**src/igb_pkg.sv**
```systemverilog
// ----------------------------------------------------------------------------
// igb_pkg: shared types and codes of the idle-gap burst receive buffer
// Command and status codes, burst limits and the payload structs of the
// input and result channels.
// ----------------------------------------------------------------------------
package igb_pkg;

  // Command codes of an input item.
  localparam logic [1:0] CMD_WORD = 2'd0;
  localparam logic [1:0] CMD_TICK = 2'd1;
  localparam logic [1:0] CMD_READ = 2'd2;

  // Status codes of a result item.
  localparam logic [1:0] ST_DATA = 2'd0;
  localparam logic [1:0] ST_NONE = 2'd1;
  localparam logic [1:0] ST_BUSY = 2'd2;

  // Burst limits and register reset values.
  localparam int unsigned LEN_W     = 6;
  localparam logic [7:0]  MAX_OUT   = 8'd32;
  localparam logic [7:0]  MIN_BURST = 8'd2;
  localparam logic [15:0] GAP_RESET = 16'd500;
  localparam logic [15:0] IDLE_SAT  = 16'hFFFF;

  // Payload of an input item.
  typedef struct packed {
    logic [1:0]  command;
    logic [15:0] rx_word;
    logic [7:0]  max_words;
  } in_item_t;

  // Payload of a result item.
  typedef struct packed {
    logic [1:0]  status;
    logic [15:0] data_word;
    logic [6:0]  burst_length;
    logic        last;
  } out_item_t;

endpackage

```
**src/idle_gap_burst_receive_buffer_top.sv**
```systemverilog
// ----------------------------------------------------------------------------
// idle_gap_burst_receive_buffer_top: idle-gap framed receive ring
// Stores received words in a ring, marks burst starts by idle gaps and
// streams the current burst on a read request.
// ----------------------------------------------------------------------------
// A read passes the job queue, the read stage and the output register
// before its first result item is valid; word and tick items give no
// result. Throughput: one item per cycle in while in_stall_o is low; a
// burst streams one word per cycle from the ring's single read port while
// out_stall_i is low. A word item waits until every pending read has read the ring.
// Reset: indexes clear, the idle count saturates, idle_gap is 500; ring
// contents stay undefined until written.
module idle_gap_burst_receive_buffer_top #(
  parameter int unsigned DEPTH = 32
) (
  input  logic               clk_i,
  input  logic               rst_ni,
  input  logic               cfg_we_i,
  input  logic [15:0]        cfg_wdata_i,
  input  logic               in_valid_i,
  input  igb_pkg::in_item_t  in_item_i,
  output logic               in_stall_o,
  output logic               out_valid_o,
  output igb_pkg::out_item_t out_item_o,
  input  logic               out_stall_i
);

  localparam int unsigned IW = $clog2(DEPTH);
  localparam int unsigned QW = 2 + IW + igb_pkg::LEN_W;

  logic          back_active;
  logic          q_empty;
  logic          q_full;
  logic          q_push;
  logic          q_pop;
  logic [QW-1:0] q_wdata;
  logic [QW-1:0] q_rdata;
  logic          wr_en;
  logic [IW-1:0] wr_addr;
  logic [15:0]   wr_data;

  // Intake and classification.
  igb_front #(
    .DEPTH(DEPTH)
  ) u_front (
    .clk_i        (clk_i),
    .rst_ni       (rst_ni),
    .cfg_we_i     (cfg_we_i),
    .cfg_wdata_i  (cfg_wdata_i),
    .in_valid_i   (in_valid_i),
    .in_item_i    (in_item_i),
    .in_stall_o   (in_stall_o),
    .back_active_i(back_active),
    .q_empty_i    (q_empty),
    .q_full_i     (q_full),
    .q_push_o     (q_push),
    .q_wdata_o    (q_wdata),
    .wr_en_o      (wr_en),
    .wr_addr_o    (wr_addr),
    .wr_data_o    (wr_data)
  );

  // Job queue between the two sides.
  igb_queue #(
    .W(QW)
  ) u_queue (
    .clk_i  (clk_i),
    .rst_ni (rst_ni),
    .push_i (q_push),
    .wdata_i(q_wdata),
    .pop_i  (q_pop),
    .rdata_o(q_rdata),
    .empty_o(q_empty),
    .full_o (q_full)
  );

  // Ring storage and result streaming.
  igb_back #(
    .DEPTH(DEPTH)
  ) u_back (
    .clk_i      (clk_i),
    .rst_ni     (rst_ni),
    .q_empty_i  (q_empty),
    .q_rdata_i  (q_rdata),
    .q_pop_o    (q_pop),
    .wr_en_i    (wr_en),
    .wr_addr_i  (wr_addr),
    .wr_data_i  (wr_data),
    .active_o   (back_active),
    .out_valid_o(out_valid_o),
    .out_item_o (out_item_o),
    .out_stall_i(out_stall_i)
  );

endmodule

```
**src/igb_queue.sv**
```systemverilog
// ----------------------------------------------------------------------------
// igb_queue: two-entry job queue
// Holds read jobs between the front and the back so that each side can
// stall on its own.
// ----------------------------------------------------------------------------
module igb_queue #(
  parameter int unsigned W = 8
) (
  input  logic         clk_i,
  input  logic         rst_ni,
  input  logic         push_i,
  input  logic [W-1:0] wdata_i,
  input  logic         pop_i,
  output logic [W-1:0] rdata_o,
  output logic         empty_o,
  output logic         full_o
);

  logic [W-1:0] entry_q [2];
  logic         wp_q, wp_d;
  logic         rp_q, rp_d;
  logic [1:0]   cnt_q, cnt_d;

  assign rdata_o = entry_q[rp_q];
  assign empty_o = (cnt_q == 2'd0);
  assign full_o  = (cnt_q == 2'd2);

  // Pointer and fill count update.
  always_comb begin
    wp_d  = push_i ? ~wp_q : wp_q;
    rp_d  = pop_i ? ~rp_q : rp_q;
    cnt_d = cnt_q;
    if (push_i && !pop_i) begin
      cnt_d = cnt_q + 2'd1;
    end else if (pop_i && !push_i) begin
      cnt_d = cnt_q - 2'd1;
    end
  end

  always_ff @(posedge clk_i or negedge rst_ni) begin
    if (!rst_ni) begin
      wp_q  <= 1'b0;
      rp_q  <= 1'b0;
      cnt_q <= 2'd0;
    end else begin
      wp_q  <= wp_d;
      rp_q  <= rp_d;
      cnt_q <= cnt_d;
    end
  end

  // Entry storage.
  always_ff @(posedge clk_i) begin
    if (push_i) begin
      entry_q[wp_q] <= wdata_i;
    end
  end

endmodule

```
**src/igb_front.sv**
```systemverilog
// ----------------------------------------------------------------------------
// igb_front: item intake and classification
// Tracks the write index, the burst start and the idle count, sends
// received words to the ring and turns each read into a queued job.
// ----------------------------------------------------------------------------
module igb_front #(
  parameter int unsigned DEPTH = 32
) (
  input  logic               clk_i,
  input  logic               rst_ni,
  input  logic               cfg_we_i,
  input  logic [15:0]        cfg_wdata_i,
  input  logic               in_valid_i,
  input  igb_pkg::in_item_t  in_item_i,
  output logic               in_stall_o,
  input  logic               back_active_i,
  input  logic               q_empty_i,
  input  logic               q_full_i,
  output logic               q_push_o,
  output logic [2+$clog2(DEPTH)+igb_pkg::LEN_W-1:0] q_wdata_o,
  output logic               wr_en_o,
  output logic [$clog2(DEPTH)-1:0] wr_addr_o,
  output logic [15:0]        wr_data_o
);

  localparam int unsigned IW = $clog2(DEPTH);
  localparam int unsigned LW = IW + 1;

  typedef struct packed {
    logic [1:0]                kind;
    logic [IW-1:0]             start;
    logic [igb_pkg::LEN_W-1:0] len;
  } job_t;

  logic [15:0]   gap_q;
  logic [15:0]   idle_q, idle_d;
  logic [IW-1:0] wi_q, wi_d;
  logic [IW-1:0] bs_q, bs_d;
  logic [IW-1:0] re_q, re_d;

  logic          accept;
  logic          ring_free;
  logic          line_idle;
  logic [IW-1:0] wi_next;
  logic [IW-1:0] start;
  logic [LW-1:0] end_x;
  logic [LW-1:0] span;
  logic [7:0]    len_a;
  logic [7:0]    len_b;
  logic [7:0]    len_c;
  job_t          job;

  // Words go to the ring only when no read job is pending or running.
  assign ring_free  = q_empty_i && !back_active_i;
  assign in_stall_o = q_full_i ||
                      ((in_item_i.command == igb_pkg::CMD_WORD) && !ring_free);
  assign accept     = in_valid_i && !in_stall_o;
  assign line_idle  = (idle_q > gap_q);

  assign wi_next = (wi_q == IW'(DEPTH - 1)) ? '0 : wi_q + 1'b1;

  // Burst span and clamping for a read.
  always_comb begin
    start = (re_q == wi_q) ? re_q : bs_q;
    end_x = (wi_q < start) ? ({1'b0, wi_q} + LW'(DEPTH)) : {1'b0, wi_q};
    span  = end_x - {1'b0, start} + 1'b1;
    len_a = 8'(span);
    len_b = (len_a > in_item_i.max_words) ? in_item_i.max_words : len_a;
    len_c = (len_b > igb_pkg::MAX_OUT) ? igb_pkg::MAX_OUT : len_b;
  end

  // Job built for the queue.
  always_comb begin
    job.start = start;
    job.len   = igb_pkg::LEN_W'(len_c);
    if (!line_idle) begin
      job.kind = igb_pkg::ST_BUSY;
    end else if (len_c < igb_pkg::MIN_BURST) begin
      job.kind = igb_pkg::ST_NONE;
    end else begin
      job.kind = igb_pkg::ST_DATA;
    end
  end

  assign q_wdata_o = job;
  assign q_push_o  = accept && (in_item_i.command == igb_pkg::CMD_READ);

  assign wr_en_o   = accept && (in_item_i.command == igb_pkg::CMD_WORD);
  assign wr_addr_o = wi_next;
  assign wr_data_o = in_item_i.rx_word;

  // Next state per command.
  always_comb begin
    idle_d = idle_q;
    wi_d   = wi_q;
    bs_d   = bs_q;
    re_d   = re_q;
    if (accept) begin
      case (in_item_i.command)
        igb_pkg::CMD_WORD: begin
          wi_d   = wi_next;
          idle_d = '0;
          if (line_idle) begin
            bs_d = wi_next;
          end
        end
        igb_pkg::CMD_TICK: begin
          if (idle_q != igb_pkg::IDLE_SAT) begin
            idle_d = idle_q + 16'd1;
          end
        end
        igb_pkg::CMD_READ: begin
          if (line_idle) begin
            re_d = wi_q;
          end
        end
        default: begin
          idle_d = idle_q;
        end
      endcase
    end
  end

  always_ff @(posedge clk_i or negedge rst_ni) begin
    if (!rst_ni) begin
      gap_q  <= igb_pkg::GAP_RESET;
      idle_q <= igb_pkg::IDLE_SAT;
      wi_q   <= '0;
      bs_q   <= '0;
      re_q   <= '0;
    end else begin
      if (cfg_we_i) begin
        gap_q <= cfg_wdata_i;
      end
      idle_q <= idle_d;
      wi_q   <= wi_d;
      bs_q   <= bs_d;
      re_q   <= re_d;
    end
  end

endmodule

```
**src/igb_back.sv**
```systemverilog
// ----------------------------------------------------------------------------
// igb_back: ring storage and result streaming
// Holds the word ring, takes read jobs from the queue and streams the
// result items through a read stage and an output register.
// ----------------------------------------------------------------------------
module igb_back #(
  parameter int unsigned DEPTH = 32
) (
  input  logic               clk_i,
  input  logic               rst_ni,
  input  logic               q_empty_i,
  input  logic [2+$clog2(DEPTH)+igb_pkg::LEN_W-1:0] q_rdata_i,
  output logic               q_pop_o,
  input  logic               wr_en_i,
  input  logic [$clog2(DEPTH)-1:0] wr_addr_i,
  input  logic [15:0]        wr_data_i,
  output logic               active_o,
  output logic               out_valid_o,
  output igb_pkg::out_item_t out_item_o,
  input  logic               out_stall_i
);

  localparam int unsigned IW = $clog2(DEPTH);

  typedef struct packed {
    logic [1:0]                kind;
    logic [IW-1:0]             start;
    logic [igb_pkg::LEN_W-1:0] len;
  } job_t;

  logic [15:0] ring_mem [DEPTH];

  job_t                      job;
  logic                      adv;
  logic                      active_q;
  logic [IW-1:0]             slot_q;
  logic [igb_pkg::LEN_W-1:0] idx_q;
  logic [igb_pkg::LEN_W-1:0] len_q;

  // Issue slot signals.
  logic                      iss_valid;
  logic                      iss_data;
  logic [1:0]                iss_status;
  logic [IW-1:0]             iss_slot;
  logic [igb_pkg::LEN_W-1:0] iss_len;
  logic                      iss_last;
  logic [IW-1:0]             iss_slot_next;

  // Read stage.
  logic                      s1_valid_q;
  logic                      s1_data_q;
  logic [1:0]                s1_status_q;
  logic [igb_pkg::LEN_W-1:0] s1_len_q;
  logic                      s1_last_q;
  logic [15:0]               rd_q;

  // Output register.
  logic                      out_valid_q;
  igb_pkg::out_item_t        out_item_q;

  assign job         = q_rdata_i;
  assign adv         = !out_valid_q || !out_stall_i;
  assign active_o    = active_q;
  assign out_valid_o = out_valid_q;
  assign out_item_o  = out_item_q;

  // Pick the next result to issue: a running burst first, else a new job.
  always_comb begin
    iss_valid  = 1'b0;
    iss_data   = 1'b0;
    iss_status = igb_pkg::ST_DATA;
    iss_slot   = slot_q;
    iss_len    = len_q;
    iss_last   = 1'b0;
    q_pop_o    = 1'b0;
    if (active_q) begin
      iss_valid = 1'b1;
      iss_data  = 1'b1;
      iss_last  = (idx_q == len_q - 1'b1);
    end else if (!q_empty_i) begin
      iss_valid  = 1'b1;
      q_pop_o    = adv;
      iss_status = job.kind;
      if (job.kind == igb_pkg::ST_DATA) begin
        iss_data = 1'b1;
        iss_slot = job.start;
        iss_len  = job.len;
      end else begin
        iss_len  = '0;
        iss_last = 1'b1;
      end
    end
  end

  assign iss_slot_next = (iss_slot == IW'(DEPTH - 1)) ? '0 : iss_slot + 1'b1;

  // Burst sequencer.
  always_ff @(posedge clk_i or negedge rst_ni) begin
    if (!rst_ni) begin
      active_q <= 1'b0;
      slot_q   <= '0;
      idx_q    <= '0;
      len_q    <= '0;
    end else if (adv) begin
      if (active_q) begin
        slot_q <= iss_slot_next;
        idx_q  <= idx_q + 1'b1;
        if (iss_last) begin
          active_q <= 1'b0;
        end
      end else if (!q_empty_i && (job.kind == igb_pkg::ST_DATA)) begin
        active_q <= 1'b1;
        slot_q   <= iss_slot_next;
        idx_q    <= igb_pkg::LEN_W'(1);
        len_q    <= job.len;
      end
    end
  end

  // Ring memory with registered read.
  always_ff @(posedge clk_i) begin
    if (wr_en_i) begin
      ring_mem[wr_addr_i] <= wr_data_i;
    end
    if (adv) begin
      rd_q <= ring_mem[iss_slot];
    end
  end

  // Read stage control and payload.
  always_ff @(posedge clk_i or negedge rst_ni) begin
    if (!rst_ni) begin
      s1_valid_q <= 1'b0;
    end else if (adv) begin
      s1_valid_q <= iss_valid;
    end
  end

  always_ff @(posedge clk_i) begin
    if (adv) begin
      s1_data_q   <= iss_data;
      s1_status_q <= iss_status;
      s1_len_q    <= iss_len;
      s1_last_q   <= iss_last;
    end
  end

  // Output register.
  always_ff @(posedge clk_i or negedge rst_ni) begin
    if (!rst_ni) begin
      out_valid_q <= 1'b0;
    end else if (adv) begin
      out_valid_q <= s1_valid_q;
    end
  end

  always_ff @(posedge clk_i) begin
    if (adv) begin
      out_item_q.status       <= s1_status_q;
      out_item_q.data_word    <= s1_data_q ? rd_q : 16'd0;
      out_item_q.burst_length <= 7'(s1_len_q);
      out_item_q.last         <= s1_last_q;
    end
  end

endmodule
```
**config.mk**
```make
export PLATFORM = sky130hd
export DESIGN_NAME = idle_gap_burst_receive_buffer_top
export DESIGN_NICKNAME = d
export VERILOG_FILES = /design/src/igb_pkg.sv /design/src/idle_gap_burst_receive_buffer_top.sv /design/src/igb_queue.sv /design/src/igb_front.sv /design/src/igb_back.sv
export SDC_FILE = /design/constraint.sdc
export NUM_CORES = 1
export LEC_CHECK = 0
export ABC_AREA = 0
export ABC_CLOCK_PERIOD_IN_PS = 12760
export BUFFER_PORTS_ARGS = -buffer_cell sky130_fd_sc_hd__buf_2
export CAP_MARGIN = 20
export CORE_MARGIN = 2
export CORE_UTILIZATION = 52
export CTS_CLUSTER_SIZE = 12
export DETAILED_ROUTE_END_ITERATION = 8
export GPL_TIMING_DRIVEN = 0
export HOLD_SLACK_MARGIN = 0.08
export PLACE_DENSITY = 0.71
export SYNTH_ARGS = -nofsm -noshare
export SYNTH_HDL_FRONTEND = slang
export SYNTH_SLANG_ARGS = --single-unit
```
**constraint.sdc**
```tcl
create_clock -name clk_i -period 12.76 [get_ports clk_i]
set_input_delay 0.638 -clock clk_i [delete_from_list [all_inputs] [get_ports clk_i]]
set_output_delay 0.638 -clock clk_i [all_outputs]
set_load 0.05 [all_outputs]
```
==> results.md <==
Setup path:
- The startpoint of the worst-slack reg-to-reg timing path is u_front.wi_q[0]$_DFFE_PN0P_.
- The worst setup path is captured at a flip-flop.
- The endpoint identified for the worst register-to-register timing path is u_queue.entry_q[1][11]$_DFFE_PP_.
- The critical path contains buffers and inverters numbering 3 combined.
- The kind of launch point of the worst setup path is a flip-flop.
- The endpoint required time on the critical path is between 10 and 15 ns.
- For this design, the slowest cell found on the critical path is sky130_fd_sc_hd__fa_1.
- The number of cells on the worst reg-to-reg path is 22.
- The critical path arrival is between 6 and 7 ns.
- The classification of the worst setup path is reg2reg.
- The largest fanout on the critical path is 8.
- The critical path starts at u_front.wi_q[0]$_DFFE_PN0P_.
- The dominant cell type by count on the critical path is sky130_fd_sc_hd__xnor2_1.
- On the worst path, the slowest cell contributes a delay of between 0.4 and 0.5 ns.
- The kind of cell with the highest combined delay along the critical path is simple AND/OR/NAND/NOR gates.
- The critical path goes through buf_2, xnor2_1, nand4_1, nor2_2, mux2i_1, ha_1, fa_1, a21oi_1, nand2_1, o31ai_1, xnor2_1, xnor2_1, inv_1, ha_1, nand3_1, nor2_1, a2111oi_0, o41ai_1, clkbuf_2, nor2_1, nand2_1, o32ai_1.
- Across all register-to-register paths, the minimum setup slack is a little under 7 ns.

Place:
- The quantity of I/O buffers inserted on ports is 73.
- After detailed placement, the design holds a cell count of 2638.
- The pre-CTS setup slack is around 6.8 ns.
- Detailed placement finished with a half-perimeter wire length of approximately 44000 um.
- The placer congestion estimate is around 0.87.

Finish:
- The final layout net count is around 2100.
- Across the whole layout, storage elements account for roughly 19000 um2.
- The filler cells instantiated in the layout total between 3000 and 4000.
- The area growth from synthesis to layout is 14.3%.
- The multi-input combinational cell area is roughly 7200 um2.
- The proportion of layout cells with a drive suffix above 1 is between 10% and 20%.
- The number of diodes added for antenna fixing is 0.
- The final non-filler cell total is between 2000 and 3000.

Detailed routing:
- The overall via count from detail_route is 16500.
- After detailed routing, the average wire length per cell comes to 24.2 um.
- The first TritonRoute pass finished after 6 iterations.
- For this block, the initial DRC count from the detailed router was 1837.
- For this run, design rule violations remaining after detail routing come to 0.
- The count of antenna-violating nets left after detailed routing is 0.
- In the routed layout, each cell is associated on average with a via count of between 6 and 7.
- The final routed wirelength across all metal layers is about 67000 um.

Timing:
- At the pin with the least slew margin, the transition time is roughly 1.1 ns.
- Setup repair after global routing left no endpoint under its margin.
- The peak clock frequency supported by timing is between 150 and 200 MHz.
- The final clock skew is slightly below 0.03 ns.
- The ratio of final minimum period to clock period is a little under half.
- The final max-slew violation count is 0.
- The worst slew slack as a fraction of its limit is a little over a fifth.
- The clock period could shrink to a little under 6 ns.
- The worst hold slack is approximately 0.15 ns.
- The number of hold violations in the final report was 0.
- The final setup violation count is 0.
- In the post-route analysis, the smallest setup slack over all paths is between 6 and 7 ns.
- The final sum of negative setup slack is 0 ns.

Clock tree:
- Counting along the longest clock path gives a buffer depth of 3.
- The number of hold-repair buffers added at the cts stage is 0.
- The number of sinks on the clock net is 660.
- The clock tree root buffer cell is sky130_fd_sc_hd__clkbuf_16.
- In this run the number of H-tree levels came out at 3.
- Buffers added to address setup during post-CTS repair amount to 0.
- The clock tree from TritonCTS is done.
- The number of buffers inserted during clock tree synthesis is 68.
- Clock-pin slew was measured on the worst setup and hold paths at 0.06 ns.
- The clock latency reported for the late side of the worst-skew pair is approximately 0.61 ns.
- The post-cts gate resize count is 0.

Power:
- Power spread over the standard cell area amounts to a little over 200 nW/um2.
- The sequential group share of total power is approximately two fifths.
- The analysis attributes to net switching a power of around 0.0022 W.
- The static leakage is about 11 nW.
- Of the total power, the clock network draws 28.7%.
- Per report_power, the combinational group accounts for 30.6% of the total.
- The internal power of the cells totals approximately 0.0043 W.
- The fraction of power spent switching nets is between 30% and 40%.
- VDD sags by at most 103 uV.

GRT:
- The overflow left after global routing is 0.
- The number of global-route vias before repair is about 16000.
- The global-route wire length before repair is 99700 um.
- Global routing used between 20% and 30% of the available tracks.
- Entering global routing, the biggest net connects a little over 70 pins.
- The initial antenna violation count is 1.

Synthesis:
- The dominant cell type by area after synthesis is sky130_fd_sc_hd__edfxtp_1.
- The area fraction of the dominant cell type after synthesis is between 60 and 70%.
- The share of flip-flops with an asynchronous set or reset after synthesis is 10.8%.
- By area the synthesized netlist is led by sky130_fd_sc_hd__edfxtp_1 (65%), sky130_fd_sc_hd__dfrtp_1 (4.5%), sky130_fd_sc_hd__mux2i_1 (4.5%).
- The synthesized net count is 1936.
- The synthesized flop and latch total is 660.
- Synthesis instantiated 65 different standard cells from the library.
- The total of warnings raised by yosys is 0.
- In the synthesized netlist the dominant register cell turns out to be sky130_fd_sc_hd__edfxtp_1.
- The synthesized design contains between 500 and 600 enable-type register cells.
- In the synthesized netlist, the number of instances is roughly 1800.
- The average cell area after synthesis is 14.7 um2.
- The cell area after synthesis is 27200 um2.
- For this run, the register share of the synthesized area comes to between 70% and 80%.

Floorplanning:
- The die area is approximately 54000 um2.
- The overall die height is 233 um.
- The initial core utilization is 52.8%.
- From left edge to right edge, the die measures roughly 230 um.
- The number of cell rows is 83.
- The total area inside the core boundary comes to just over 50000 um2.
- The total I/O pin count is 75.

Job:
- The tool flagged a number of max-cap violations equal to 0.

Worst hold path:
- The min-delay analysis places its worst path in the category in2async.

Outcome:
- The run finished with clean final reports.
==> cell type report <==
cell class	instances	share of cell area, %
buffer	85	1.30
clock buffer	97	6.20
inverter	43	0.520
clock inverter	11	0.346
tap	680	2.74
timing repair buffer	114	2.96
sequential	660	62.7
multi-input combinational	1061	23.2
==> registers in the layout, indices dropped and copies added, names as in the netlist, 2 cells and up <==
signal and count:
u_back.len_q 6, u_front.bs_q 5, u_back.s1_len_q 6, u_queue.cnt_q 2, u_front.re_q 5, u_back.out_item_o 25
u_front.idle_q 16, u_back.slot_q 5, u_back.rd_q 16, u_front.gap_q 16, u_front.wi_q 5, u_back.s1_status_q 2
u_queue.entry_q 26, u_back.ring_mem 512, u_back.idx_q 6
==> logic make-up (layout without fill, tap and decap cells) <==
family | after synthesis | count (layout) | synth area share, %
flops | 660 | 660 | 71.7
simple gates | 559 | 559 | 8.96
compound gates | 247 | 247 | 6.23
mux | 173 | 173 | 7.81
buf+inv | 128 | 350 | 2.08
xor+xnor | 41 | 41 | 1.32
fa+ha+maj | 40 | 40 | 1.87
other cells | 1 | 1 | 0.0138
==> per-stage QoR <==
stage                     total power [W]  util, %  instance area (um2)
after floorplan                   0.00391        -                27200
after global placement            0.00452     55.1                28400
after detailed placement          0.00459     56.3                29000
after CTS                         0.00643     60.2                31000
after global routing              0.00670     60.3                31100
final                             0.00645     60.3                31100
==> cell usage in the layout (no fill, tap or decap), drive strengths merged, types with 16 or more instances in the layout <==
master,synthesis,final
edfxtp,589,589
nand2,313,313
buf,41,149
clkbuf,44,142
mux2i,122,122
nand3,88,88
nor2,81,81
a21oi,60,60
dfrtp,49,49
o21ai,46,46
inv,43,45
ha,39,39
mux4,29,29
o2111ai,25,25
a2111oi,23,23
mux2,22,22
dfstp,22,22
xnor2,21,21
xor2,20,20
and2,19,19
a31oi,16,16
==> cell usage after synthesis (3+ instances only) <==
cell	n
sky130_fd_sc_hd__o221ai_1	11
sky130_fd_sc_hd__mux2i_1	122
sky130_fd_sc_hd__a32oi_1	5
sky130_fd_sc_hd__o2111ai_1	25
sky130_fd_sc_hd__a31oi_1	16
sky130_fd_sc_hd__buf_2	31
sky130_fd_sc_hd__inv_1	42
sky130_fd_sc_hd__nor2_1	79
sky130_fd_sc_hd__nand4_1	12
sky130_fd_sc_hd__o21ai_0	42
sky130_fd_sc_hd__and3_1	4
sky130_fd_sc_hd__a21o_1	9
sky130_fd_sc_hd__nand3_1	88
sky130_fd_sc_hd__o21bai_1	3
sky130_fd_sc_hd__o21a_1	4
sky130_fd_sc_hd__or3_1	5
sky130_fd_sc_hd__mux4_2	29
sky130_fd_sc_hd__o21ai_1	4
sky130_fd_sc_hd__clkbuf_1	44
sky130_fd_sc_hd__xor2_1	20
sky130_fd_sc_hd__nand2b_1	6
sky130_fd_sc_hd__xnor2_1	21
sky130_fd_sc_hd__dfstp_2	22
sky130_fd_sc_hd__a22oi_1	11
sky130_fd_sc_hd__ha_1	39
sky130_fd_sc_hd__nand2_1	313
sky130_fd_sc_hd__a221oi_1	5
sky130_fd_sc_hd__o31ai_1	9
sky130_fd_sc_hd__buf_4	4
sky130_fd_sc_hd__a32o_1	6
sky130_fd_sc_hd__nor2b_1	8
sky130_fd_sc_hd__buf_6	4
sky130_fd_sc_hd__dfrtp_1	49
sky130_fd_sc_hd__edfxtp_1	589
sky130_fd_sc_hd__and2_1	19
sky130_fd_sc_hd__o211ai_1	4
sky130_fd_sc_hd__nor3_1	6
sky130_fd_sc_hd__a2111oi_0	23
sky130_fd_sc_hd__mux2_2	22
sky130_fd_sc_hd__a21oi_1	59
==> worst max path at each step <==
stage | to | slack, ns | cells after the start
6_report | u_queue.entry_q[1][11]$_DFFE_PP_ | 6.81 | 22
5_1_grt | u_queue.entry_q[1][11]$_DFFE_PP_ | 6.35 | 22
4_1_cts | u_queue.entry_q[1][0]$_DFFE_PP_ | 6.74 | 17
3_5_place_dp | u_queue.entry_q[0][0]$_DFFE_PP_ | 6.81 | 17
3_3_place_gp | u_queue.entry_q[0][11]$_DFFE_PP_ | 6.93 | 17
2_1_floorplan | u_queue.entry_q[0][0]$_DFFE_PP_ | 7.80 | 17
==> layer usage <==
layer  vias up  track usage, %  routed length, um
li1       7349               -                  -
met1      8208            33.7              26600
met2       812            40.6              31800
met3       141            5.00               6040
met4         0            9.99               2260
met5         -               0                  0
==> power groups by stage <==
stage | clock [W] | combinational, W | sequential, W
3_5_place_dp | 0 | 0.00192 | 0.00267
4_1_cts | 0.00187 | 0.00194 | 0.00263
3_3_place_gp | 0 | 0.00185 | 0.00267
5_1_grt | 0.00195 | 0.00211 | 0.00264
2_1_floorplan | 0 | 0.00117 | 0.00274
6_report | 0.00185 | 0.00197 | 0.00262
(Power assumes the default switching activity.)
